--- src/abt_pkg.sv ---
package abt_pkg;

    // window geometry
    localparam int WINDOW_DEPTH = 16;
    localparam int IDX_W        = (WINDOW_DEPTH > 1) ? $clog2(WINDOW_DEPTH) : 1;
    localparam int CNT_W        = $clog2(WINDOW_DEPTH + 1);

    // operation codes
    localparam logic OP_SAMPLE = 1'b0;
    localparam logic OP_TICK   = 1'b1;

    // register indexes
    localparam logic [1:0] REG_MODE    = 2'd0;
    localparam logic [1:0] REG_MARGIN  = 2'd1;
    localparam logic [1:0] REG_TIMEOUT = 2'd2;
    localparam logic [1:0] REG_VOLUME  = 2'd3;

    localparam int ADDR_W = 4;

    // register reset values
    localparam logic        MODE_RST    = 1'b1;
    localparam logic [15:0] MARGIN_RST  = 16'd100;
    localparam logic [15:0] TIMEOUT_RST = 16'd100;
    localparam logic [6:0]  VOLUME_RST  = 7'd0;
    localparam logic [6:0]  VOLUME_MUTE = 7'd4;

    // smoothing weights
    localparam int NUM_W = 23;
    localparam logic [NUM_W-1:0] W_LEVEL_OLD  = 23'd60;
    localparam logic [NUM_W-1:0] W_LEVEL_NEW  = 23'd40;
    localparam logic [NUM_W-1:0] W_THRESH_OLD = 23'd90;
    localparam logic [NUM_W-1:0] W_THRESH_NEW = 23'd10;

    // divide by 100 as multiply by ceil(2^30/100), exact for numerators below 2^23
    localparam int RECIP_W     = 24;
    localparam int RECIP_SHIFT = 30;
    localparam logic [RECIP_W-1:0] RECIP_100 = 24'd10737419;
    localparam int PROD_W      = NUM_W + RECIP_W;

    typedef struct packed {
        logic        operation;
        logic [15:0] bass_level;
        logic [15:0] treble_level;
    } req_t;

    typedef struct packed {
        logic trigger_on;
        logic no_signal;
    } rsp_t;

    typedef struct packed {
        logic        trigger_mode;
        logic [15:0] trigger_margin;
        logic [15:0] silence_timeout;
        logic [6:0]  volume_percent;
    } cfg_t;

    typedef struct packed {
        logic latch;
        logic wr_window;
        logic scan_clear;
        logic scan_step;
        logic num_load;
        logic num_thr;
        logic mul_load;
        logic upd_level;
        logic upd_thresh;
        logic tick;
        logic out_load;
    } cmd_t;

    typedef struct packed {
        logic scan_last;
    } sts_t;

endpackage

--- src/abt_regs.sv ---
module abt_regs (
    input  logic                   clk,
    input  logic                   rst_n,
    input  logic                   psel,
    input  logic                   penable,
    input  logic                   pwrite,
    input  logic [abt_pkg::ADDR_W-1:0] paddr,
    input  logic [31:0]            pwdata,
    output logic [31:0]            prdata,
    output logic                   pready,
    output abt_pkg::cfg_t          cfg
);
    import abt_pkg::*;

    cfg_t       cfg_reg;
    logic       wr_en;
    logic [1:0] reg_idx;

    assign pready  = 1'b1;
    assign wr_en   = psel && penable && pwrite;
    assign reg_idx = paddr[3:2];
    assign cfg     = cfg_reg;

    always_ff @(posedge clk or negedge rst_n)
    begin
        if (!rst_n)
        begin
            cfg_reg.trigger_mode    <= MODE_RST;
            cfg_reg.trigger_margin  <= MARGIN_RST;
            cfg_reg.silence_timeout <= TIMEOUT_RST;
            cfg_reg.volume_percent  <= VOLUME_RST;
        end
        else if (wr_en)
        begin
            unique case (reg_idx)
                REG_MODE:    cfg_reg.trigger_mode    <= pwdata[0];
                REG_MARGIN:  cfg_reg.trigger_margin  <= pwdata[15:0];
                REG_TIMEOUT: cfg_reg.silence_timeout <= pwdata[15:0];
                REG_VOLUME:  cfg_reg.volume_percent  <= pwdata[6:0];
                default:     cfg_reg.trigger_mode    <= cfg_reg.trigger_mode;
            endcase
        end
    end

    always_comb
    begin
        unique case (reg_idx)
            REG_MODE:    prdata = {31'd0, cfg_reg.trigger_mode};
            REG_MARGIN:  prdata = {16'd0, cfg_reg.trigger_margin};
            REG_TIMEOUT: prdata = {16'd0, cfg_reg.silence_timeout};
            REG_VOLUME:  prdata = {25'd0, cfg_reg.volume_percent};
            default:     prdata = 32'd0;
        endcase
    end

endmodule

--- src/abt_ctrl.sv ---
module abt_ctrl (
    input  logic          clk,
    input  logic          rst_n,
    input  logic          req_valid,
    input  logic          req_op,
    output logic          req_ready,
    output logic          rsp_valid,
    input  logic          rsp_ready,
    input  abt_pkg::sts_t sts,
    output abt_pkg::cmd_t cmd
);
    import abt_pkg::*;

    localparam logic [3:0] S_IDLE  = 4'd0;
    localparam logic [3:0] S_WRITE = 4'd1;
    localparam logic [3:0] S_SCAN  = 4'd2;
    localparam logic [3:0] S_NUM_L = 4'd3;
    localparam logic [3:0] S_MUL_L = 4'd4;
    localparam logic [3:0] S_UPD_L = 4'd5;
    localparam logic [3:0] S_NUM_T = 4'd6;
    localparam logic [3:0] S_MUL_T = 4'd7;
    localparam logic [3:0] S_UPD_T = 4'd8;
    localparam logic [3:0] S_TICK  = 4'd9;
    localparam logic [3:0] S_DONE  = 4'd10;

    logic [3:0] state_reg, state_next;
    logic       rsp_valid_reg, rsp_valid_next;
    logic       out_free;

    assign req_ready = (state_reg == S_IDLE);
    assign rsp_valid = rsp_valid_reg;
    assign out_free  = !rsp_valid_reg || rsp_ready;

    always_comb
    begin
        state_next = state_reg;
        cmd        = '0;
        unique case (state_reg)
            S_IDLE:
            begin
                if (req_valid)
                begin
                    cmd.latch  = 1'b1;
                    state_next = (req_op == OP_TICK) ? S_TICK : S_WRITE;
                end
            end
            S_WRITE:
            begin
                cmd.wr_window  = 1'b1;
                cmd.scan_clear = 1'b1;
                state_next     = S_SCAN;
            end
            S_SCAN:
            begin
                cmd.scan_step = 1'b1;
                if (sts.scan_last)
                    state_next = S_NUM_L;
            end
            S_NUM_L:
            begin
                cmd.num_load = 1'b1;
                state_next   = S_MUL_L;
            end
            S_MUL_L:
            begin
                cmd.mul_load = 1'b1;
                state_next   = S_UPD_L;
            end
            S_UPD_L:
            begin
                cmd.upd_level = 1'b1;
                state_next    = S_NUM_T;
            end
            S_NUM_T:
            begin
                cmd.num_load = 1'b1;
                cmd.num_thr  = 1'b1;
                state_next   = S_MUL_T;
            end
            S_MUL_T:
            begin
                cmd.mul_load = 1'b1;
                state_next   = S_UPD_T;
            end
            S_UPD_T:
            begin
                cmd.upd_thresh = 1'b1;
                state_next     = S_DONE;
            end
            S_TICK:
            begin
                cmd.tick   = 1'b1;
                state_next = S_DONE;
            end
            S_DONE:
            begin
                if (out_free)
                begin
                    cmd.out_load = 1'b1;
                    state_next   = S_IDLE;
                end
            end
            default:
            begin
                state_next = S_IDLE;
            end
        endcase
    end

    always_comb
    begin
        rsp_valid_next = rsp_valid_reg;
        if (rsp_valid_reg && rsp_ready)
            rsp_valid_next = 1'b0;
        if (cmd.out_load)
            rsp_valid_next = 1'b1;
    end

    always_ff @(posedge clk or negedge rst_n)
    begin
        if (!rst_n)
        begin
            state_reg     <= S_IDLE;
            rsp_valid_reg <= 1'b0;
        end
        else
        begin
            state_reg     <= state_next;
            rsp_valid_reg <= rsp_valid_next;
        end
    end

endmodule

--- src/abt_dpath.sv ---
module abt_dpath (
    input  logic          clk,
    input  logic          rst_n,
    input  abt_pkg::req_t req,
    input  abt_pkg::cfg_t cfg,
    input  abt_pkg::cmd_t cmd,
    output abt_pkg::sts_t sts,
    output abt_pkg::rsp_t rsp
);
    import abt_pkg::*;

    // window memory, entries that were never written read as zero
    logic [15:0]             win_mem [WINDOW_DEPTH];
    logic [WINDOW_DEPTH-1:0] win_vld_reg;
    logic [IDX_W-1:0]        wr_idx_reg;
    logic [IDX_W-1:0]        rd_idx;
    logic [15:0]             rd_data_reg;
    logic                    rd_vld_reg;
    logic [CNT_W-1:0]        cnt_reg;
    logic [15:0]             entry;

    logic [15:0]       x_reg;
    logic [15:0]       lo_reg, hi_reg;
    logic [15:0]       mid;
    logic [NUM_W-1:0]  num_reg, num_next;
    logic [PROD_W-1:0] prod_reg;
    logic [15:0]       quot;

    logic [15:0] level_reg, thresh_reg;
    logic        trig_reg, trig_next;
    logic        silent_reg, silent_next;
    logic [15:0] sil_cnt_reg, sil_cnt_next;
    logic [16:0] thr_plus;
    rsp_t        rsp_reg;

    assign sts.scan_last = (cnt_reg == CNT_W'(WINDOW_DEPTH));
    assign rd_idx = (cnt_reg < CNT_W'(WINDOW_DEPTH)) ? cnt_reg[IDX_W-1:0] : '0;
    assign entry  = rd_vld_reg ? rd_data_reg : 16'd0;
    assign mid    = 16'(({1'b0, lo_reg} + {1'b0, hi_reg}) >> 1);
    assign quot   = prod_reg[RECIP_SHIFT +: 16];
    assign rsp    = rsp_reg;

    always_ff @(posedge clk)
    begin
        if (cmd.wr_window)
            win_mem[wr_idx_reg] <= x_reg;
        rd_data_reg <= win_mem[rd_idx];
    end

    always_ff @(posedge clk or negedge rst_n)
    begin
        if (!rst_n)
        begin
            win_vld_reg <= '0;
            wr_idx_reg  <= '0;
            rd_vld_reg  <= 1'b0;
        end
        else
        begin
            rd_vld_reg <= win_vld_reg[rd_idx];
            if (cmd.wr_window)
            begin
                win_vld_reg[wr_idx_reg] <= 1'b1;
                if (wr_idx_reg == IDX_W'(WINDOW_DEPTH - 1))
                    wr_idx_reg <= '0;
                else
                    wr_idx_reg <= wr_idx_reg + 1'b1;
            end
        end
    end

    // min/max scan, read data arrives in the cycle after its read address
    always_ff @(posedge clk)
    begin
        if (cmd.latch)
            x_reg <= (cfg.trigger_mode && (req.treble_level > req.bass_level)) ?
                     req.treble_level : req.bass_level;
        if (cmd.scan_clear)
            cnt_reg <= '0;
        else if (cmd.scan_step)
        begin
            cnt_reg <= cnt_reg + 1'b1;
            if (cnt_reg == CNT_W'(1))
            begin
                lo_reg <= entry;
                hi_reg <= entry;
            end
            else if (cnt_reg != '0)
            begin
                if (entry < lo_reg)
                    lo_reg <= entry;
                if (entry > hi_reg)
                    hi_reg <= entry;
            end
        end
    end

    always_comb
    begin
        if (cmd.num_thr)
            num_next = {7'd0, thresh_reg} * W_THRESH_OLD + {7'd0, mid} * W_THRESH_NEW;
        else
            num_next = {7'd0, level_reg} * W_LEVEL_OLD + {7'd0, x_reg} * W_LEVEL_NEW;
    end

    always_ff @(posedge clk)
    begin
        if (cmd.num_load)
            num_reg <= num_next;
        if (cmd.mul_load)
            prod_reg <= {{RECIP_W{1'b0}}, num_reg} * {{NUM_W{1'b0}}, RECIP_100};
        if (cmd.out_load)
        begin
            rsp_reg.trigger_on <= trig_reg;
            rsp_reg.no_signal  <= silent_reg;
        end
    end

    // tick: hysteresis, silence counter, mute
    assign thr_plus = {1'b0, thresh_reg} + {1'b0, cfg.trigger_margin};

    always_comb
    begin
        trig_next    = trig_reg;
        silent_next  = silent_reg;
        sil_cnt_next = sil_cnt_reg;
        if (level_reg <= thresh_reg)
        begin
            trig_next = 1'b0;
            if (sil_cnt_reg >= cfg.silence_timeout)
            begin
                silent_next  = 1'b1;
                sil_cnt_next = 16'd0;
            end
            else
                sil_cnt_next = sil_cnt_reg + 16'd1;
        end
        else if ({1'b0, level_reg} > thr_plus)
        begin
            trig_next    = 1'b1;
            silent_next  = 1'b0;
            sil_cnt_next = 16'd0;
        end
        if (cfg.volume_percent < VOLUME_MUTE)
        begin
            trig_next   = 1'b0;
            silent_next = 1'b1;
        end
    end

    always_ff @(posedge clk or negedge rst_n)
    begin
        if (!rst_n)
        begin
            level_reg   <= 16'd0;
            thresh_reg  <= 16'd0;
            trig_reg    <= 1'b0;
            silent_reg  <= 1'b1;
            sil_cnt_reg <= 16'd0;
        end
        else
        begin
            if (cmd.upd_level)
                level_reg <= quot;
            if (cmd.upd_thresh)
                thresh_reg <= quot;
            if (cmd.tick)
            begin
                trig_reg    <= trig_next;
                silent_reg  <= silent_next;
                sil_cnt_reg <= sil_cnt_next;
            end
        end
    end

endmodule

--- src/audio_beat_trigger.sv ---
// channel   direction  handshake              payload
// req       in         req_valid / req_ready  req (operation, bass_level, treble_level)
// rsp       out        rsp_valid / rsp_ready  rsp (trigger_on, no_signal)
// apb       in         psel, penable, pwrite  paddr, pwdata, prdata, pready
//
// one request at a time; a display tick runs through the tick and done states
// a band sample walks write, scan and smoothing before its result, the longest part being the
// min/max scan reading one window entry per cycle from the window memory
// a finished result sits in the output register, so the next request is taken
// while it waits; a stalled rsp holds the block only at its next result
// rst_n is asynchronous; the window reads as all zero after reset through
// per-entry valid bits, so no clearing pass is needed
module audio_beat_trigger (
    input  logic                       clk,
    input  logic                       rst_n,

    // request channel
    input  logic                       req_valid,
    output logic                       req_ready,
    input  abt_pkg::req_t              req,

    // result channel
    output logic                       rsp_valid,
    input  logic                       rsp_ready,
    output abt_pkg::rsp_t              rsp,

    // configuration
    input  logic                       psel,
    input  logic                       penable,
    input  logic                       pwrite,
    input  logic [abt_pkg::ADDR_W-1:0] paddr,
    input  logic [31:0]                pwdata,
    output logic [31:0]                prdata,
    output logic                       pready
);
    import abt_pkg::*;

    cfg_t cfg;
    cmd_t cmd;
    sts_t sts;

    // configuration registers: mode, margin, silence timeout, volume
    abt_regs u_regs (
        .clk     (clk),
        .rst_n   (rst_n),
        .psel    (psel),
        .penable (penable),
        .pwrite  (pwrite),
        .paddr   (paddr),
        .pwdata  (pwdata),
        .prdata  (prdata),
        .pready  (pready),
        .cfg     (cfg)
    );

    // sequencer: sample path walks write, scan, two smoothing passes; tick is one step
    abt_ctrl u_ctrl (
        .clk       (clk),
        .rst_n     (rst_n),
        .req_valid (req_valid),
        .req_op    (req.operation),
        .req_ready (req_ready),
        .rsp_valid (rsp_valid),
        .rsp_ready (rsp_ready),
        .sts       (sts),
        .cmd       (cmd)
    );

    // window memory, min/max scan, shared divide-by-100 multiplier, trigger flags
    abt_dpath u_dpath (
        .clk   (clk),
        .rst_n (rst_n),
        .req   (req),
        .cfg   (cfg),
        .cmd   (cmd),
        .sts   (sts),
        .rsp   (rsp)
    );

endmodule
--- config.mk ---
export PLATFORM = sky130hd
export DESIGN_NAME = audio_beat_trigger
export DESIGN_NICKNAME = d
export VERILOG_FILES = /design/src/abt_pkg.sv /design/src/abt_regs.sv /design/src/abt_ctrl.sv /design/src/abt_dpath.sv /design/src/audio_beat_trigger.sv
export SDC_FILE = /design/constraint.sdc
export NUM_CORES = 2
export LEC_CHECK = 0
export ABC_AREA = 1
export BUFFER_PORTS_ARGS = -buffer_cell sky130_fd_sc_hd__buf_2
export CAP_MARGIN = 20
export CORE_MARGIN = 2
export CORE_UTILIZATION = 59
export CTS_CLUSTER_DIAMETER = 80
export DETAILED_ROUTE_END_ITERATION = 7
export PLACE_DENSITY = 0.76
export SKIP_LAST_GASP = 1
export SLEW_MARGIN = 10
export SYNTH_ARGS = -nofsm -noshare
export SYNTH_HDL_FRONTEND = slang
export SYNTH_SLANG_ARGS = --single-unit
--- constraint.sdc ---
create_clock -name clk -period 6.85 [get_ports clk]
set_clock_uncertainty 0.05 [all_clocks]
set_input_delay 0.685 -clock clk [delete_from_list [all_inputs] [get_ports clk]]
set_output_delay 0.685 -clock clk [all_outputs]
set_load 0.01 [all_outputs]
==> results.py <==
metrics = {
    "outcome": {
        "run_status": "finished clean",
    },
    "critical_path": {
        "critical_path_peak_fanout": 7,
        "register_to_register_setup_slack_ns": 0.42,
        "critPathCaptureType": "flop",
        "required_ns": 7.14,
        "r2r-end": "u_dpath.prod_reg[34]",
        "reg2reg_from": "u_dpath.num_reg[5]",
        "worstRegToRegCells": 23,
        "arrival_time_of_data_at_the_critical_path_endpoint_ns": 6.72,
        "crit_type": "flop to flop",
        "worst_setup_path_startpoint": "u_dpath.num_reg[5]",
        "cp-start-kind": "flop",
    },
    "route": {
        "wire_per_inst_microns": 18.38,
        "drt_first_pass_iters": 7,
        "routed.top_layer": "met4",
        "drtIter0Drc": 2264,
        "number_of_design_rule_violations_left_after_detail_routing": 0,
        "wirelength_mm": 96.41,
        "route.vias.total": 29379,
        "via_per_inst": 5.601,
        "routed-wl-met3_mm": 5.909,
        "route.layer.met1.wl_mm": 41.57,
        "met2_wirelength_mm": 45.66,
        "final_antenna_net_count": 0,
    },
    "grt": {
        "globalRoute.totalOverflow": 0,
        "grt_pass1_wl_mm": 153.2,
        "grt_max_degree": 94,
        "grt_pass1_vias": 28940,
        "grt_antenna_before_repair": 0,
        "grtUsageTotal_pct": 28.63,
    },
    "placement": {
        "placedInstanceArea_sq_um": 40590,
        "dp_worst_setup_slack_ns": 0.4713,
        "gp_congestion": 0.9927,
        "io_buffer_count": 77,
        "dp.final_hpwl_mm": 74.19,
    },
    "synth": {
        "number_of_flops_mapped_to_enable_cells_by_yosys": 344,
        "cell_area_after_synthesis_sq_um": 39260,
        "synth.yosys.seq_area_share_pct": 34.80,
        "synth_top_area_share_pct": 26.31,
        "synth.lib_cells_used.distinct": 58,
        "ys_warn_count": 0,
        "synth_top_area_cell": "sky130_fd_sc_hd__edfxtp_1",
        "postSynth.asyncResetShare_pct": 24.12,
        "synth_ff_type": "sky130_fd_sc_hd__edfxtp_1",
        "cells_after_synthesis": 4254,
        "synth_area_per_cell_sq_um": 9.228,
        "number_of_flip_flops_and_latches_in_the_synthesized_netlist": 481,
        "synthTopCellsByArea": "sky130_fd_sc_hd__edfxtp_1, sky130_fd_sc_hd__ha_1, sky130_fd_sc_hd__fa_1, sky130_fd_sc_hd__inv_1, sky130_fd_sc_hd__dfrtp_1",
    },
    "clocking": {
        "cts_root_buffer": "sky130_fd_sc_hd__clkbuf_16",
        "worst_skew_pair.late_latency_ns": 0.62,
        "clock_sinks": 481,
        "cts.clk_slew.worst_paths_ns": 0.07,
        "hold_buffers": 0,
        "cts_post_setup_buffers_inserted": 0,
        "clk_path_buf_depth": 3,
        "num_cts_buffers": 50,
        "cts_resized": 0,
        "cts_tree": "done",
        "h-tree-depth": 2,
    },
    "cells_and_area": {
        "layout.cells.most_common": "sky130_fd_sc_hd__inv_1",
        "nNetsFinal": 5195,
        "max_reg_flops": 256,
        "syn2layout_area_growth_pct": 7.961,
        "fill_cells": 5424,
        "final_cell_area_sq_um": 42380,
        "number_of_antenna_repair_diodes": 0,
        "most-common-layout-cells": "sky130_fd_sc_hd__inv_1, sky130_fd_sc_hd__ha_1, sky130_fd_sc_hd__nand2_1",
        "final_core_utilization_pct": 64.35,
        "layout_cells_sized_above_1_pct": 5.866,
    },
    "timing": {
        "layout_min_cycle_time_ns": 6.429,
        "fmax_mhz": 155.5,
        "final-max-slew-violation-count": 0,
        "setup_tns_ns": 0,
        "max_slew.worst_pin.slew_ns": 1.097,
        "final.setup.worst_slack_ns": 0.4206,
        "timing.final.setup_violations": 0,
        "min_period_over_period_pct": 93.86,
        "grt_setup_unrepaired": "no",
        "max_slew_margin_pct": 26.77,
        "report.final.hold_viol_count": 0,
    },
    "floorplan": {
        "design.die.area_sq_um": 68620,
        "start_util_pct": 59.60,
        "floorplan.io_pins": 113,
        "die_x_microns": 262.0,
        "rows": 94,
        "dieHeight_microns": 262.0,
        "core_sq_um": 65860,
    },
    "hold_path": {
        "min-delay-path-class": "input pin to async pin",
    },
    "flow_run": {
        "maxCapViolations": 0,
    },
}
## layer usage
metal,up-vias,GRT usage [%]
met5,-,0
met4,0,9.699
met3,175,3.067
met2,926,47.87
met1,13975,39.15
li1,14303,-
## worst max path at each step
stage,end,slack (ns),depth (start not counted)
2_1_floorplan,u_dpath.prod_reg[44],0.86,22
6_report,u_dpath.prod_reg[34],0.42,23
3_5_place_dp,u_dpath.prod_reg[44],0.47,21
3_3_place_gp,u_dpath.prod_reg[34],0.46,23
5_1_grt,u_dpath.prod_reg[34],0.09,21
4_1_cts,u_dpath.prod_reg[34],0.44,23
## synth_stat cells (7+ instances only)
master	instances
sky130_fd_sc_hd__o21bai_1	20
sky130_fd_sc_hd__dfxtp_1	21
sky130_fd_sc_hd__nor2_1	484
sky130_fd_sc_hd__nor3_1	38
sky130_fd_sc_hd__nand2_1	518
sky130_fd_sc_hd__edfxtp_1	344
sky130_fd_sc_hd__xor2_1	85
sky130_fd_sc_hd__fa_1	244
sky130_fd_sc_hd__o21ai_1	26
sky130_fd_sc_hd__ha_1	535
sky130_fd_sc_hd__clkbuf_1	48
sky130_fd_sc_hd__buf_2	21
sky130_fd_sc_hd__dfstp_2	8
sky130_fd_sc_hd__inv_1	749
sky130_fd_sc_hd__o21ai_2	8
sky130_fd_sc_hd__o21ai_0	275
sky130_fd_sc_hd__o211ai_1	12
sky130_fd_sc_hd__buf_4	21
sky130_fd_sc_hd__a21o_1	20
sky130_fd_sc_hd__xnor2_1	44
sky130_fd_sc_hd__nand4_1	37
sky130_fd_sc_hd__a211oi_1	7
sky130_fd_sc_hd__o22ai_1	10
sky130_fd_sc_hd__a21oi_1	272
sky130_fd_sc_hd__nor4_1	12
sky130_fd_sc_hd__o21a_1	10
sky130_fd_sc_hd__or2_2	13
sky130_fd_sc_hd__o311ai_0	62
sky130_fd_sc_hd__dfrtp_1	108
sky130_fd_sc_hd__a31oi_1	10
sky130_fd_sc_hd__o31ai_1	10
sky130_fd_sc_hd__nand3_1	118
## cell families after synthesis
kind of cell / count (synthesis) / synth area share [%]
and+or+nand+nor: 1240 / 12.95
other: 2 / 0.01913
AOI/OAI and AO/OA: 769 / 11.30
xor gates and xnor gates: 129 / 2.878
buffers and inverters: 852 / 8.497
muxes: 2 / 0.05736
adders and majority gates: 779 / 29.49
DFF: 481 / 34.80
## stage by stage
step | instances | hold slack [ns]
2_1_floorplan | 4269 | 0.3394
3_3_place_gp | 5147 | 0.3864
3_5_place_dp | 5149 | 0.3925
4_1_cts | 5242 | 0.04127
5_1_grt | 5245 | 0.07765
6_report | 5245 | 0.03957
## final cells by class
cell class	instances	area [sq um]	share of cell area (%)
repair buffers	115	710.7	1.677
multi-input cells	2936	22340	52.72
clock buffers	61	1345	3.174
flip-flops and latches	481	13660	32.24
well taps	864	1081	2.551
clock inverters	32	399.1	0.9417
inverters	756	2840	6.701
## worst max-delay path: stages, from the launching register on
cell and delay, ns:
sky130_fd_sc_hd__edfxtp_1 0.56, sky130_fd_sc_hd__fa_1 0.59, sky130_fd_sc_hd__inv_1 0.09, sky130_fd_sc_hd__fa_1 0.54, sky130_fd_sc_hd__inv_1 0.05, sky130_fd_sc_hd__fa_1 0.49
sky130_fd_sc_hd__fa_1 0.51, sky130_fd_sc_hd__inv_1 0.05, sky130_fd_sc_hd__fa_1 0.52, sky130_fd_sc_hd__fa_1 0.58, sky130_fd_sc_hd__inv_1 0.06, sky130_fd_sc_hd__fa_1 0.54
sky130_fd_sc_hd__inv_1 0.04, sky130_fd_sc_hd__ha_1 0.32, sky130_fd_sc_hd__nand2_1 0.12, sky130_fd_sc_hd__inv_1 0.06, sky130_fd_sc_hd__a21oi_1 0.20, sky130_fd_sc_hd__inv_1 0.06
sky130_fd_sc_hd__a21oi_1 0.17, sky130_fd_sc_hd__nor2_1 0.06, sky130_fd_sc_hd__nor2_1 0.07, sky130_fd_sc_hd__o21ai_0 0.13, sky130_fd_sc_hd__a21oi_1 0.19, sky130_fd_sc_hd__xnor2_1 0.11
Power is left out: the tool's default activity adds up to more than one toggle a clock period on the data nets, which glitch-free logic cannot reach.
